[config.mk]
export PLATFORM = sky130hd
export DESIGN_NAME = max_inner_product_search_core
export DESIGN_NICKNAME = d
export VERILOG_FILES = /design/src/rtl/mips_pkg.sv /design/src/rtl/mips_queue.sv /design/src/rtl/mips_front.sv /design/src/rtl/mips_back.sv /design/src/rtl/max_inner_product_search_core.sv
export SDC_FILE = /design/constraint.sdc
export NUM_CORES = 2
export LEC_CHECK = 0
export BUFFER_PORTS_ARGS = -buffer_cell sky130_fd_sc_hd__clkbuf_2
export CAP_MARGIN = 30
export CORE_UTILIZATION = 63
export CTS_CLUSTER_DIAMETER = 40
export CTS_CLUSTER_SIZE = 16
export DETAILED_ROUTE_END_ITERATION = 10
export PLACE_DENSITY = 0.92
export RECOVER_POWER = 25
export SETUP_SLACK_MARGIN = 0.4
export SLEW_MARGIN = 20
export SYNTH_ARGS = -nofsm -noshare
export SYNTH_HDL_FRONTEND = slang
export SYNTH_SLANG_ARGS = --single-unit
[constraint.sdc]
create_clock -name clock -period 9.86 [get_ports clock]
set_clock_uncertainty 0.1 [all_clocks]
set_input_delay 0.493 -clock clock [delete_from_list [all_inputs] [get_ports clock]]
set_output_delay 0.493 -clock clock [all_outputs]
set_load 0.02 [all_outputs]
[src/rtl/mips_pkg.sv]
// shared types and constants for the maximum inner product search core
// no dependencies

package mips_pkg;

   localparam int SUM_W           = 38;
   localparam int INDEX_W         = 11;
   localparam int POS_W           = 6;
   localparam int CSR_DATA_W      = 11;
   localparam int DIMS_REG_W      = 7;
   localparam int COUNT_REG_W     = 11;
   localparam int DIMS_RESET_VAL  = 64;
   localparam int COUNT_RESET_VAL = 1024;
   localparam int QUEUE_DEPTH     = 4;
   localparam int QPTR_W          = 2;

   localparam logic signed [SUM_W-1:0] SUM_MAX = {1'b0, {(SUM_W-1){1'b1}}};
   localparam logic signed [SUM_W-1:0] SUM_MIN = {1'b1, {(SUM_W-1){1'b0}}};

   typedef enum logic {
      CMD_LOAD = 1'b0,
      CMD_DATA = 1'b1
   } cmd_type;

   typedef enum logic [0:0] {
      CSR_DIMS  = 1'b0,
      CSR_COUNT = 1'b1
   } csr_index_type;

   typedef struct packed {
      logic end_vec;
      logic first_vec;
      logic end_search;
   } mac_tag_type;

   typedef struct packed {
      logic full;
      logic empty;
   } queue_status_type;

endpackage

[src/rtl/mips_queue.sv]
// short fifo between the front and back parts of the search core
// depends on mips_pkg

module mips_queue
   import mips_pkg::*;
#(
   parameter int WIDTH = 23
) (
   input  logic             clock,
   input  logic             reset,
   input  logic             push,
   input  logic [WIDTH-1:0] push_data,
   input  logic             pop,
   output logic [WIDTH-1:0] pop_data,
   output queue_status_type status
);

   logic [WIDTH-1:0]  entry_ff [QUEUE_DEPTH];
   logic [QPTR_W-1:0] wr_ptr_ff, wr_ptr_in;
   logic [QPTR_W-1:0] rd_ptr_ff, rd_ptr_in;
   logic [QPTR_W:0]   count_ff, count_in;

   always_comb begin
      wr_ptr_in = push ? wr_ptr_ff + 1'b1 : wr_ptr_ff;
      rd_ptr_in = pop ? rd_ptr_ff + 1'b1 : rd_ptr_ff;
      count_in  = count_ff;
      if (push && !pop) begin
         count_in = count_ff + 1'b1;
      end else if (pop && !push) begin
         count_in = count_ff - 1'b1;
      end
   end

   always_ff @(posedge clock) begin
      if (reset) begin
         wr_ptr_ff <= '0;
         rd_ptr_ff <= '0;
         count_ff  <= '0;
      end else begin
         wr_ptr_ff <= wr_ptr_in;
         rd_ptr_ff <= rd_ptr_in;
         count_ff  <= count_in;
      end
   end

   always_ff @(posedge clock) begin
      if (push) begin
         entry_ff[wr_ptr_ff] <= push_data;
      end
   end

   assign pop_data     = entry_ff[rd_ptr_ff];
   assign status.full  = (count_ff == (QPTR_W+1)'(QUEUE_DEPTH));
   assign status.empty = (count_ff == '0);

endmodule

[src/rtl/mips_front.sv]
// front part: takes request beats, sorts query loads from data elements
// and drops loads outside the query store; depends on mips_pkg

module mips_front
   import mips_pkg::*;
#(
   parameter int MAX_DIMS      = 64,
   parameter int ELEMENT_WIDTH = 16,
   parameter int AW            = 6
) (
   input  logic                            clock,
   input  logic                            reset,
   input  logic                            req_valid,
   output logic                            req_stall,
   input  logic                            req_command,
   input  logic [POS_W-1:0]                req_query_position,
   input  logic signed [ELEMENT_WIDTH-1:0] req_element_value,
   input  queue_status_type                q_status,
   output logic                            push,
   output logic [AW+ELEMENT_WIDTH:0]       push_data
);

   logic                        valid_ff, valid_in;
   logic                        is_data_ff;
   logic [AW-1:0]               pos_ff;
   logic [ELEMENT_WIDTH-1:0]    value_ff;
   logic                        accept;
   logic                        is_data;
   logic                        drop;

   assign is_data   = (req_command == CMD_DATA);
   assign drop      = !is_data && (int'(req_query_position) >= MAX_DIMS);
   assign push      = valid_ff && !q_status.full;
   assign req_stall = valid_ff && q_status.full;
   assign accept    = req_valid && !req_stall;

   always_comb begin
      valid_in = valid_ff;
      if (accept) begin
         valid_in = !drop;
      end else if (push) begin
         valid_in = 1'b0;
      end
   end

   always_ff @(posedge clock) begin
      if (reset) begin
         valid_ff <= 1'b0;
      end else begin
         valid_ff <= valid_in;
      end
   end

   always_ff @(posedge clock) begin
      if (accept) begin
         is_data_ff <= is_data;
         pos_ff     <= AW'(req_query_position);
         value_ff   <= req_element_value;
      end
   end

   assign push_data = {is_data_ff, pos_ff, value_ff};

endmodule

[src/rtl/mips_back.sv]
// back part: query store, element and vector counters, multiply-accumulate
// pipeline, best tracking and result register; depends on mips_pkg

module mips_back
   import mips_pkg::*;
#(
   parameter int MAX_DIMS      = 64,
   parameter int MAX_VECTORS   = 1024,
   parameter int ELEMENT_WIDTH = 16,
   parameter int AW            = 6,
   parameter int DW            = 7,
   parameter int VW            = 10,
   parameter int VLW           = 11
) (
   input  logic                            clock,
   input  logic                            reset,
   input  logic [AW+ELEMENT_WIDTH:0]       pop_data,
   input  queue_status_type                q_status,
   output logic                            pop,
   input  logic [DW-1:0]                   dims_lim,
   input  logic [VLW-1:0]                  count_lim,
   output logic                            rsp_valid,
   input  logic                            rsp_stall,
   output logic [INDEX_W-1:0]              rsp_best_index,
   output logic signed [SUM_W-1:0]         rsp_best_product
);

   localparam int EW = ELEMENT_WIDTH;
   localparam int PW = 2 * EW;
   localparam int XW = ((PW > SUM_W) ? PW : SUM_W) + 1;

   logic                 adv;
   logic                 take;
   logic                 in_is_data;
   logic [AW-1:0]        in_pos;
   logic signed [EW-1:0] in_value;

   logic signed [EW-1:0] store_mem [MAX_DIMS];

   logic [AW-1:0]  elem_cnt_ff, elem_cnt_in;
   logic [VW-1:0]  vec_cnt_ff, vec_cnt_in;
   logic [DW:0]    elem_next;
   logic [VLW:0]   vec_next;
   logic           end_vec;
   logic           last_vec;

   logic                 s1_valid_ff;
   mac_tag_type          s1_tag_ff;
   logic [VW-1:0]        s1_vidx_ff;
   logic signed [EW-1:0] s1_elem_ff;
   logic signed [EW-1:0] s1_q_ff;

   logic                 s2_valid_ff;
   mac_tag_type          s2_tag_ff;
   logic [VW-1:0]        s2_vidx_ff;
   logic signed [PW-1:0] s2_prod_ff;

   logic                    s3_valid_ff;
   mac_tag_type             s3_tag_ff;
   logic [VW-1:0]           s3_vidx_ff;
   logic signed [SUM_W-1:0] s3_prod_ff, s3_prod_in;
   logic signed [XW-1:0]    prod_x;

   logic signed [SUM_W-1:0] run_ff, run_in;
   logic signed [SUM_W:0]   acc_x;
   logic signed [SUM_W-1:0] acc_sat;

   logic                    s4_valid_ff;
   mac_tag_type             s4_tag_ff;
   logic [VW-1:0]           s4_vidx_ff;
   logic signed [SUM_W-1:0] s4_sum_ff;

   logic signed [SUM_W-1:0] best_ff, best_in;
   logic [VW-1:0]           best_pos_ff, best_pos_in;
   logic signed [SUM_W-1:0] new_best;
   logic [VW-1:0]           new_pos;
   logic [VW:0]             pos_p1;

   logic                    rsp_valid_ff;
   logic [INDEX_W-1:0]      rsp_index_ff;
   logic signed [SUM_W-1:0] rsp_product_ff;

   assign adv  = !rsp_valid_ff || !rsp_stall;
   assign pop  = adv && !q_status.empty;

   assign in_is_data = pop_data[AW+EW];
   assign in_pos     = pop_data[AW+EW-1:EW];
   assign in_value   = pop_data[EW-1:0];
   assign take       = pop && in_is_data;

   // query store
   always_ff @(posedge clock) begin
      if (pop && !in_is_data) begin
         store_mem[in_pos] <= in_value;
      end
      if (adv) begin
         s1_q_ff <= store_mem[elem_cnt_ff];
      end
   end

   // element and vector counting
   always_comb begin
      elem_next   = (DW+1)'(elem_cnt_ff) + 1'b1;
      vec_next    = (VLW+1)'(vec_cnt_ff) + 1'b1;
      end_vec     = (elem_next >= (DW+1)'(dims_lim));
      last_vec    = (vec_next >= (VLW+1)'(count_lim));
      elem_cnt_in = elem_cnt_ff;
      vec_cnt_in  = vec_cnt_ff;
      if (take) begin
         elem_cnt_in = end_vec ? '0 : AW'(elem_next);
         if (end_vec) begin
            vec_cnt_in = last_vec ? '0 : VW'(vec_next);
         end
      end
   end

   always_ff @(posedge clock) begin
      if (reset) begin
         elem_cnt_ff <= '0;
         vec_cnt_ff  <= '0;
      end else begin
         elem_cnt_ff <= elem_cnt_in;
         vec_cnt_ff  <= vec_cnt_in;
      end
   end

   // product saturation
   always_comb begin
      prod_x = XW'(s2_prod_ff);
      if (prod_x > XW'(SUM_MAX)) begin
         s3_prod_in = SUM_MAX;
      end else if (prod_x < XW'(SUM_MIN)) begin
         s3_prod_in = SUM_MIN;
      end else begin
         s3_prod_in = SUM_W'(prod_x);
      end
   end

   // accumulate with saturation
   always_comb begin
      acc_x = (SUM_W+1)'(run_ff) + (SUM_W+1)'(s3_prod_ff);
      if (acc_x > (SUM_W+1)'(SUM_MAX)) begin
         acc_sat = SUM_MAX;
      end else if (acc_x < (SUM_W+1)'(SUM_MIN)) begin
         acc_sat = SUM_MIN;
      end else begin
         acc_sat = SUM_W'(acc_x);
      end
      run_in = run_ff;
      if (adv && s3_valid_ff) begin
         run_in = s3_tag_ff.end_vec ? '0 : acc_sat;
      end
   end

   // best so far
   always_comb begin
      if (s4_tag_ff.first_vec || (s4_sum_ff > best_ff)) begin
         new_best = s4_sum_ff;
         new_pos  = s4_vidx_ff;
      end else begin
         new_best = best_ff;
         new_pos  = best_pos_ff;
      end
      pos_p1      = {1'b0, new_pos} + 1'b1;
      best_in     = best_ff;
      best_pos_in = best_pos_ff;
      if (adv && s4_valid_ff) begin
         best_in     = s4_tag_ff.end_search ? '0 : new_best;
         best_pos_in = s4_tag_ff.end_search ? '0 : new_pos;
      end
   end

   always_ff @(posedge clock) begin
      if (reset) begin
         s1_valid_ff  <= 1'b0;
         s2_valid_ff  <= 1'b0;
         s3_valid_ff  <= 1'b0;
         s4_valid_ff  <= 1'b0;
         rsp_valid_ff <= 1'b0;
         run_ff       <= '0;
         best_ff      <= '0;
         best_pos_ff  <= '0;
      end else begin
         run_ff      <= run_in;
         best_ff     <= best_in;
         best_pos_ff <= best_pos_in;
         if (adv) begin
            s1_valid_ff  <= take;
            s2_valid_ff  <= s1_valid_ff;
            s3_valid_ff  <= s2_valid_ff;
            s4_valid_ff  <= s3_valid_ff && s3_tag_ff.end_vec;
            rsp_valid_ff <= s4_valid_ff && s4_tag_ff.end_search;
         end
      end
   end

   always_ff @(posedge clock) begin
      if (adv) begin
         s1_tag_ff.end_vec    <= end_vec;
         s1_tag_ff.first_vec  <= (vec_cnt_ff == '0);
         s1_tag_ff.end_search <= end_vec && last_vec;
         s1_vidx_ff           <= vec_cnt_ff;
         s1_elem_ff           <= in_value;

         s2_tag_ff  <= s1_tag_ff;
         s2_vidx_ff <= s1_vidx_ff;
         s2_prod_ff <= s1_q_ff * s1_elem_ff;

         s3_tag_ff  <= s2_tag_ff;
         s3_vidx_ff <= s2_vidx_ff;
         s3_prod_ff <= s3_prod_in;

         s4_tag_ff  <= s3_tag_ff;
         s4_vidx_ff <= s3_vidx_ff;
         s4_sum_ff  <= acc_sat;

         if (s4_valid_ff && s4_tag_ff.end_search) begin
            rsp_index_ff   <= INDEX_W'(pos_p1);
            rsp_product_ff <= new_best;
         end
      end
   end

   assign rsp_valid        = rsp_valid_ff;
   assign rsp_best_index   = rsp_index_ff;
   assign rsp_best_product = rsp_product_ff;

endmodule

[src/rtl/max_inner_product_search_core.sv]
// Brute-force maximum inner product search. Query beats (command load) write one
// Q8.8 element into the query store; data beats stream vector elements in order and
// are multiplied by the matching query element and summed. After the last element
// of the last vector, one response beat carries the 1-based index of the vector with
// the largest sum (first one wins ties) and that sum in Q22.16, saturated to 38 bits.
// One request beat is taken every cycle unless req_stall holds it off (queue full);
// the response to the last data beat passes the front register, the queue and the
// four-stage multiply-accumulate pipeline. A held response stalls the pipeline, and the
// four-entry queue keeps taking beats until it fills.
// depends on mips_pkg, mips_front, mips_queue, mips_back

module max_inner_product_search_core
   import mips_pkg::*;
#(
   parameter int MAX_DIMS      = 64,
   parameter int MAX_VECTORS   = 1024,
   parameter int ELEMENT_WIDTH = 16
) (
   input  logic                            clock,
   input  logic                            reset,
   input  logic                            req_valid,
   output logic                            req_stall,
   input  logic                            req_command,
   input  logic [POS_W-1:0]                req_query_position,
   input  logic signed [ELEMENT_WIDTH-1:0] req_element_value,
   output logic                            rsp_valid,
   input  logic                            rsp_stall,
   output logic [INDEX_W-1:0]              rsp_best_index,
   output logic signed [SUM_W-1:0]         rsp_best_product,
   input  logic                            csr_write_enable,
   input  csr_index_type                   csr_index,
   input  logic [CSR_DATA_W-1:0]           csr_write_data
);

   localparam int AW  = (MAX_DIMS > 1) ? $clog2(MAX_DIMS) : 1;
   localparam int DW  = $clog2(MAX_DIMS + 1);
   localparam int VW  = (MAX_VECTORS > 1) ? $clog2(MAX_VECTORS) : 1;
   localparam int VLW = $clog2(MAX_VECTORS + 1);
   localparam int QW  = AW + ELEMENT_WIDTH + 1;
   localparam int DIMS_RST  = (DIMS_RESET_VAL > MAX_DIMS) ? MAX_DIMS : DIMS_RESET_VAL;
   localparam int COUNT_RST = (COUNT_RESET_VAL > MAX_VECTORS) ? MAX_VECTORS : COUNT_RESET_VAL;

   logic [DW-1:0]          dims_lim_ff, dims_lim_in;
   logic [VLW-1:0]         count_lim_ff, count_lim_in;
   logic [DIMS_REG_W-1:0]  dims_raw;
   logic [COUNT_REG_W-1:0] count_raw;
   logic [DW-1:0]          dims_sat;
   logic [VLW-1:0]         count_sat;

   logic                   push;
   logic [QW-1:0]          push_data;
   logic                   pop;
   logic [QW-1:0]          pop_data;
   queue_status_type       q_status;

   // register values clipped to 1..max
   always_comb begin
      dims_raw  = csr_write_data[DIMS_REG_W-1:0];
      count_raw = csr_write_data[COUNT_REG_W-1:0];
      if (dims_raw == '0) begin
         dims_sat = DW'(1);
      end else if (int'(dims_raw) > MAX_DIMS) begin
         dims_sat = DW'(MAX_DIMS);
      end else begin
         dims_sat = DW'(dims_raw);
      end
      if (count_raw == '0) begin
         count_sat = VLW'(1);
      end else if (int'(count_raw) > MAX_VECTORS) begin
         count_sat = VLW'(MAX_VECTORS);
      end else begin
         count_sat = VLW'(count_raw);
      end
      dims_lim_in  = dims_lim_ff;
      count_lim_in = count_lim_ff;
      if (csr_write_enable) begin
         unique case (csr_index)
            CSR_DIMS:  dims_lim_in  = dims_sat;
            CSR_COUNT: count_lim_in = count_sat;
            default:   dims_lim_in  = dims_lim_ff;
         endcase
      end
   end

   always_ff @(posedge clock) begin
      if (reset) begin
         dims_lim_ff  <= DW'(DIMS_RST);
         count_lim_ff <= VLW'(COUNT_RST);
      end else begin
         dims_lim_ff  <= dims_lim_in;
         count_lim_ff <= count_lim_in;
      end
   end

   mips_front #(
      .MAX_DIMS      (MAX_DIMS),
      .ELEMENT_WIDTH (ELEMENT_WIDTH),
      .AW            (AW)
   ) u_front (
      .clock              (clock),
      .reset              (reset),
      .req_valid          (req_valid),
      .req_stall          (req_stall),
      .req_command        (req_command),
      .req_query_position (req_query_position),
      .req_element_value  (req_element_value),
      .q_status           (q_status),
      .push               (push),
      .push_data          (push_data)
   );

   mips_queue #(
      .WIDTH (QW)
   ) u_queue (
      .clock     (clock),
      .reset     (reset),
      .push      (push),
      .push_data (push_data),
      .pop       (pop),
      .pop_data  (pop_data),
      .status    (q_status)
   );

   mips_back #(
      .MAX_DIMS      (MAX_DIMS),
      .MAX_VECTORS   (MAX_VECTORS),
      .ELEMENT_WIDTH (ELEMENT_WIDTH),
      .AW            (AW),
      .DW            (DW),
      .VW            (VW),
      .VLW           (VLW)
   ) u_back (
      .clock            (clock),
      .reset            (reset),
      .pop_data         (pop_data),
      .q_status         (q_status),
      .pop              (pop),
      .dims_lim         (dims_lim_ff),
      .count_lim        (count_lim_ff),
      .rsp_valid        (rsp_valid),
      .rsp_stall        (rsp_stall),
      .rsp_best_index   (rsp_best_index),
      .rsp_best_product (rsp_best_product)
   );

endmodule

==> flow_summary.yaml <==
clock_network:
  clockRootBuffer: "clkbuf_16"
  cts_tree: "built"
  htreeDepth: 4
  cts_buffers: 149
  cts.sinks: 1509
  clk_path_buf_depth: 3
  clk_latency_ps: 810
  clk_pin_slew_ps: 70
route:
  wl_mm: 206
  wl_per_cell_um: 34.4
  ant_nets: 0
  avgViaCountPerCell: 7.06
  vias: 42261
  drc: 0
  drt_iter0_markers: 6022
  firstDrtPassIters: 6
die:
  die_h_um: 335
  die-area_mm2: 0.112
  initial_core_util_pct: 63.8
  coreArea_mm2: 0.109
  rows: 121
  die_w_um: 335
  io-pin-count: 91
timing:
  relSlewSlack_pct: -67.9
  fin_ws_ps: 2680
  finalCritPeriodShare_pct: 72.8
  max_freq_mhz: 139
  finalCriticalPeriod_ps: 7180
  tightestPinTransition_ps: 2510
  hold_viol: 0
  slew_viol_final: 140
  rsz0062_at_grt: "no"
  fin_setup_tns_ps: 0
  finalSetupViolations: 0
logic_synthesis:
  yosysSeqAreaShare_pct: 62.9
  synth_simple_gate_area_share_pct: 4.94
  syn-num-nets: 4693
  synth_compound_gate_area_share_pct: 4.14
  synthXorXnorAreaFrac_pct: 1.25
  synthMuxAreaShare_pct: 12.3
  ys_types: 84
  synth_async_sr_flop_share_pct: 0
  syn_avg_cell_area_um2: 16.6
  synth_edf_count: 1374
  synth_top_family_by_area: "multiplexers"
  synthAdderAreaFrac_pct: 11.2
  syn_area_mm2: 0.0699
  ys_seq_elements: 1509
  ys_warn_count: 0
  ys.flop_type: "edfxtp_1"
  synthCells: 4204
grt:
  grt-ovfl-total: 0
  grt_pass1_vias: 43089
  grt_max_degree: 168
  antenna_found_initial: 22
  grt_pass1_wl_mm: 297
  grt_usage_pct: 37.5
critical_path:
  crit_fanout: 16
  path_cells: "nand2_1, fa_1, fa_1, inv_1, fa_1, inv_1, fa_1, fa_1, fa_1, inv_1, ha_1, a21o_1, a21o_1, a21o_1, a32oi_1, nand2_1, a221oi_1, o311ai_0, a21oi_1, xnor2_1"
  endpoint_kind: "register"
  critPathMaxStageDelay_ps: 820
  critical_path_class: "register to register"
  arrival_ps: 7590
  crit_path_frequent_cell: "fa_1"
  start_kind: "register"
  cp.required_ps: 10270
  critPathSlowestCell: "edfxtp_1"
cells_and_area:
  drive_gt1_share_pct: 18.5
  fin_area_mm2: 0.0780
  nNetsFinal: 4867
  post-route-util_pct: 71.3
  area_growth_syn_to_layout_pct: 11.7
run_status:
  status: "finished with violations"
  violations: "max-capacitance violations, max-slew violations"
place:
  finalWeightedCongestion: 0.899
  portBuffers: 90
  placed_area_mm2: 0.0727
  pre_cts_ws_ps: 2890
  dp_hpwl_mm: 117
hold_path:
  hold_path_class: "input pin to register"
run:
  maxCapViolations: 4
cell families after synthesis:
kind of cell	Yosys count
fa+ha+maj	468
buf+inv	596
xor+xnor	100
flops	1509
simple gates	716
compound gates	411
mux	404
registers in the layout, indices dropped and copies added (netlist names), 11 cells and up, named ones only:
register,flops
count_lim_ff,11
u_back.best_ff,38
u_back.rsp_best_index,11
u_back.rsp_best_product,38
u_back.run_ff,38
u_back.s1_elem_ff,16
u_back.s1_q_ff,16
u_back.s2_prod_ff,32
u_back.s3_prod_ff,33
u_back.s4_sum_ff,38
u_back.store_mem,1024
u_front.value_ff,16
u_queue.entry_ff,92
what timing repair did:
item,in CTS,in global routing
endpoints found under the setup margin,0,0
buffers inserted,0,0
gates resized for setup,0,0
hold buffers,33,0
endpoints found under the hold margin,36,0
routing by layer:
metal  part of all wire (%)  wire length [um]  GRT usage [%]
met5                  0.071               145              0
met4                    9.1             18600           26.8
met3                     11             23000           9.65
met2                     49            101000           62.1
met1                     31             63000           42.4
synth_stat cells (all sizes together), types with 11 or more instances:
| cell | number | area share (%) |
|---|---|---|
| maj3 | 19 | 0.30 |
| fa | 264 | 7.6 |
| ha | 185 | 3.3 |
| o211ai | 11 | 0.12 |
| xor2 | 32 | 0.40 |
| nand4 | 17 | 0.15 |
| nand3 | 52 | 0.38 |
| dfxtp | 135 | 3.9 |
| buf | 57 | 0.40 |
| and3 | 15 | 0.13 |
| mux2 | 41 | 0.66 |
| edfxtp | 1374 | 59 |
| and2 | 138 | 1.2 |
| a32o | 57 | 0.82 |
| inv | 385 | 2.1 |
| nand2 | 224 | 1.2 |
| nor3 | 18 | 0.13 |
| a221o | 18 | 0.26 |
| a21oi | 121 | 0.88 |
| or3 | 15 | 0.14 |
| xnor2 | 68 | 0.85 |
| clkbuf | 154 | 0.83 |
| nor2 | 174 | 0.95 |
| a21o | 47 | 0.50 |
| nand2b | 18 | 0.16 |
| o21ai | 70 | 0.52 |
| mux4 | 359 | 12 |
metrics by stage:
step,std cells,hold slack [ps]
finish,5983,59.3
global route,5976,54.6
CTS,5966,7.19
detailed placement,5663,305
global placement,5632,301
floorplan,4204,300
final cells by class:
type | count | area (um^2)
sequential | 1509 | 44000
multi-input combinational | 2099 | 23700
clock inverter | 100 | 1190
inverter | 385 | 1450
timing repair buffer | 234 | 2000
tap | 1476 | 1850
antenna | 10 | 25.0
clock buffer | 170 | 3880
fill | 5945 | 31400
path summary, 6_finish.rpt:
check | start | endpoint | slack, ps | cells after the start
setup reg to reg | u_back.s1_q_ff[10]$_DFFE_PN_ | u_back.s2_prod_ff[24]$_DFFE_PN_ | 2680 | 20
hold / removal | csr_write_data[0] | dims_lim_ff[0]$_SDFFE_PP0P_ | 60 | 4
setup / recovery | u_back.s1_q_ff[10]$_DFFE_PN_ | u_back.s2_prod_ff[24]$_DFFE_PN_ | 2680 | 20
hold reg to reg | u_back.s3_vidx_ff[2]$_DFFE_PN_ | u_back.s4_vidx_ff[2]$_DFFE_PN_ | 310 | 0
placed cells by master, fill, tap and decap left out, types with 119 or more instances in the layout:
master        n
a21oi_1     119
and2_1      131
clkbuf_16   152
dfxtp_1     131
edfxtp_1   1374
fa_1        264
ha_1        185
inv_1       383
mux4_2      358
nand2_1     223
nor2_1      161
critical path: cells and delay by family, from the launching register on:
family	cells	cell delay [ps]
AOI/OAI and AO/OA	7	1840
xor gates and xnor gates	1	80
adders and majority gates	7	3480
buffers and inverters	3	160
DFF	1	820
and+or+nand+nor	2	430
Power is left out: the tool's default activity adds up to more than one toggle a clock period on the data nets, which glitch-free logic cannot reach.
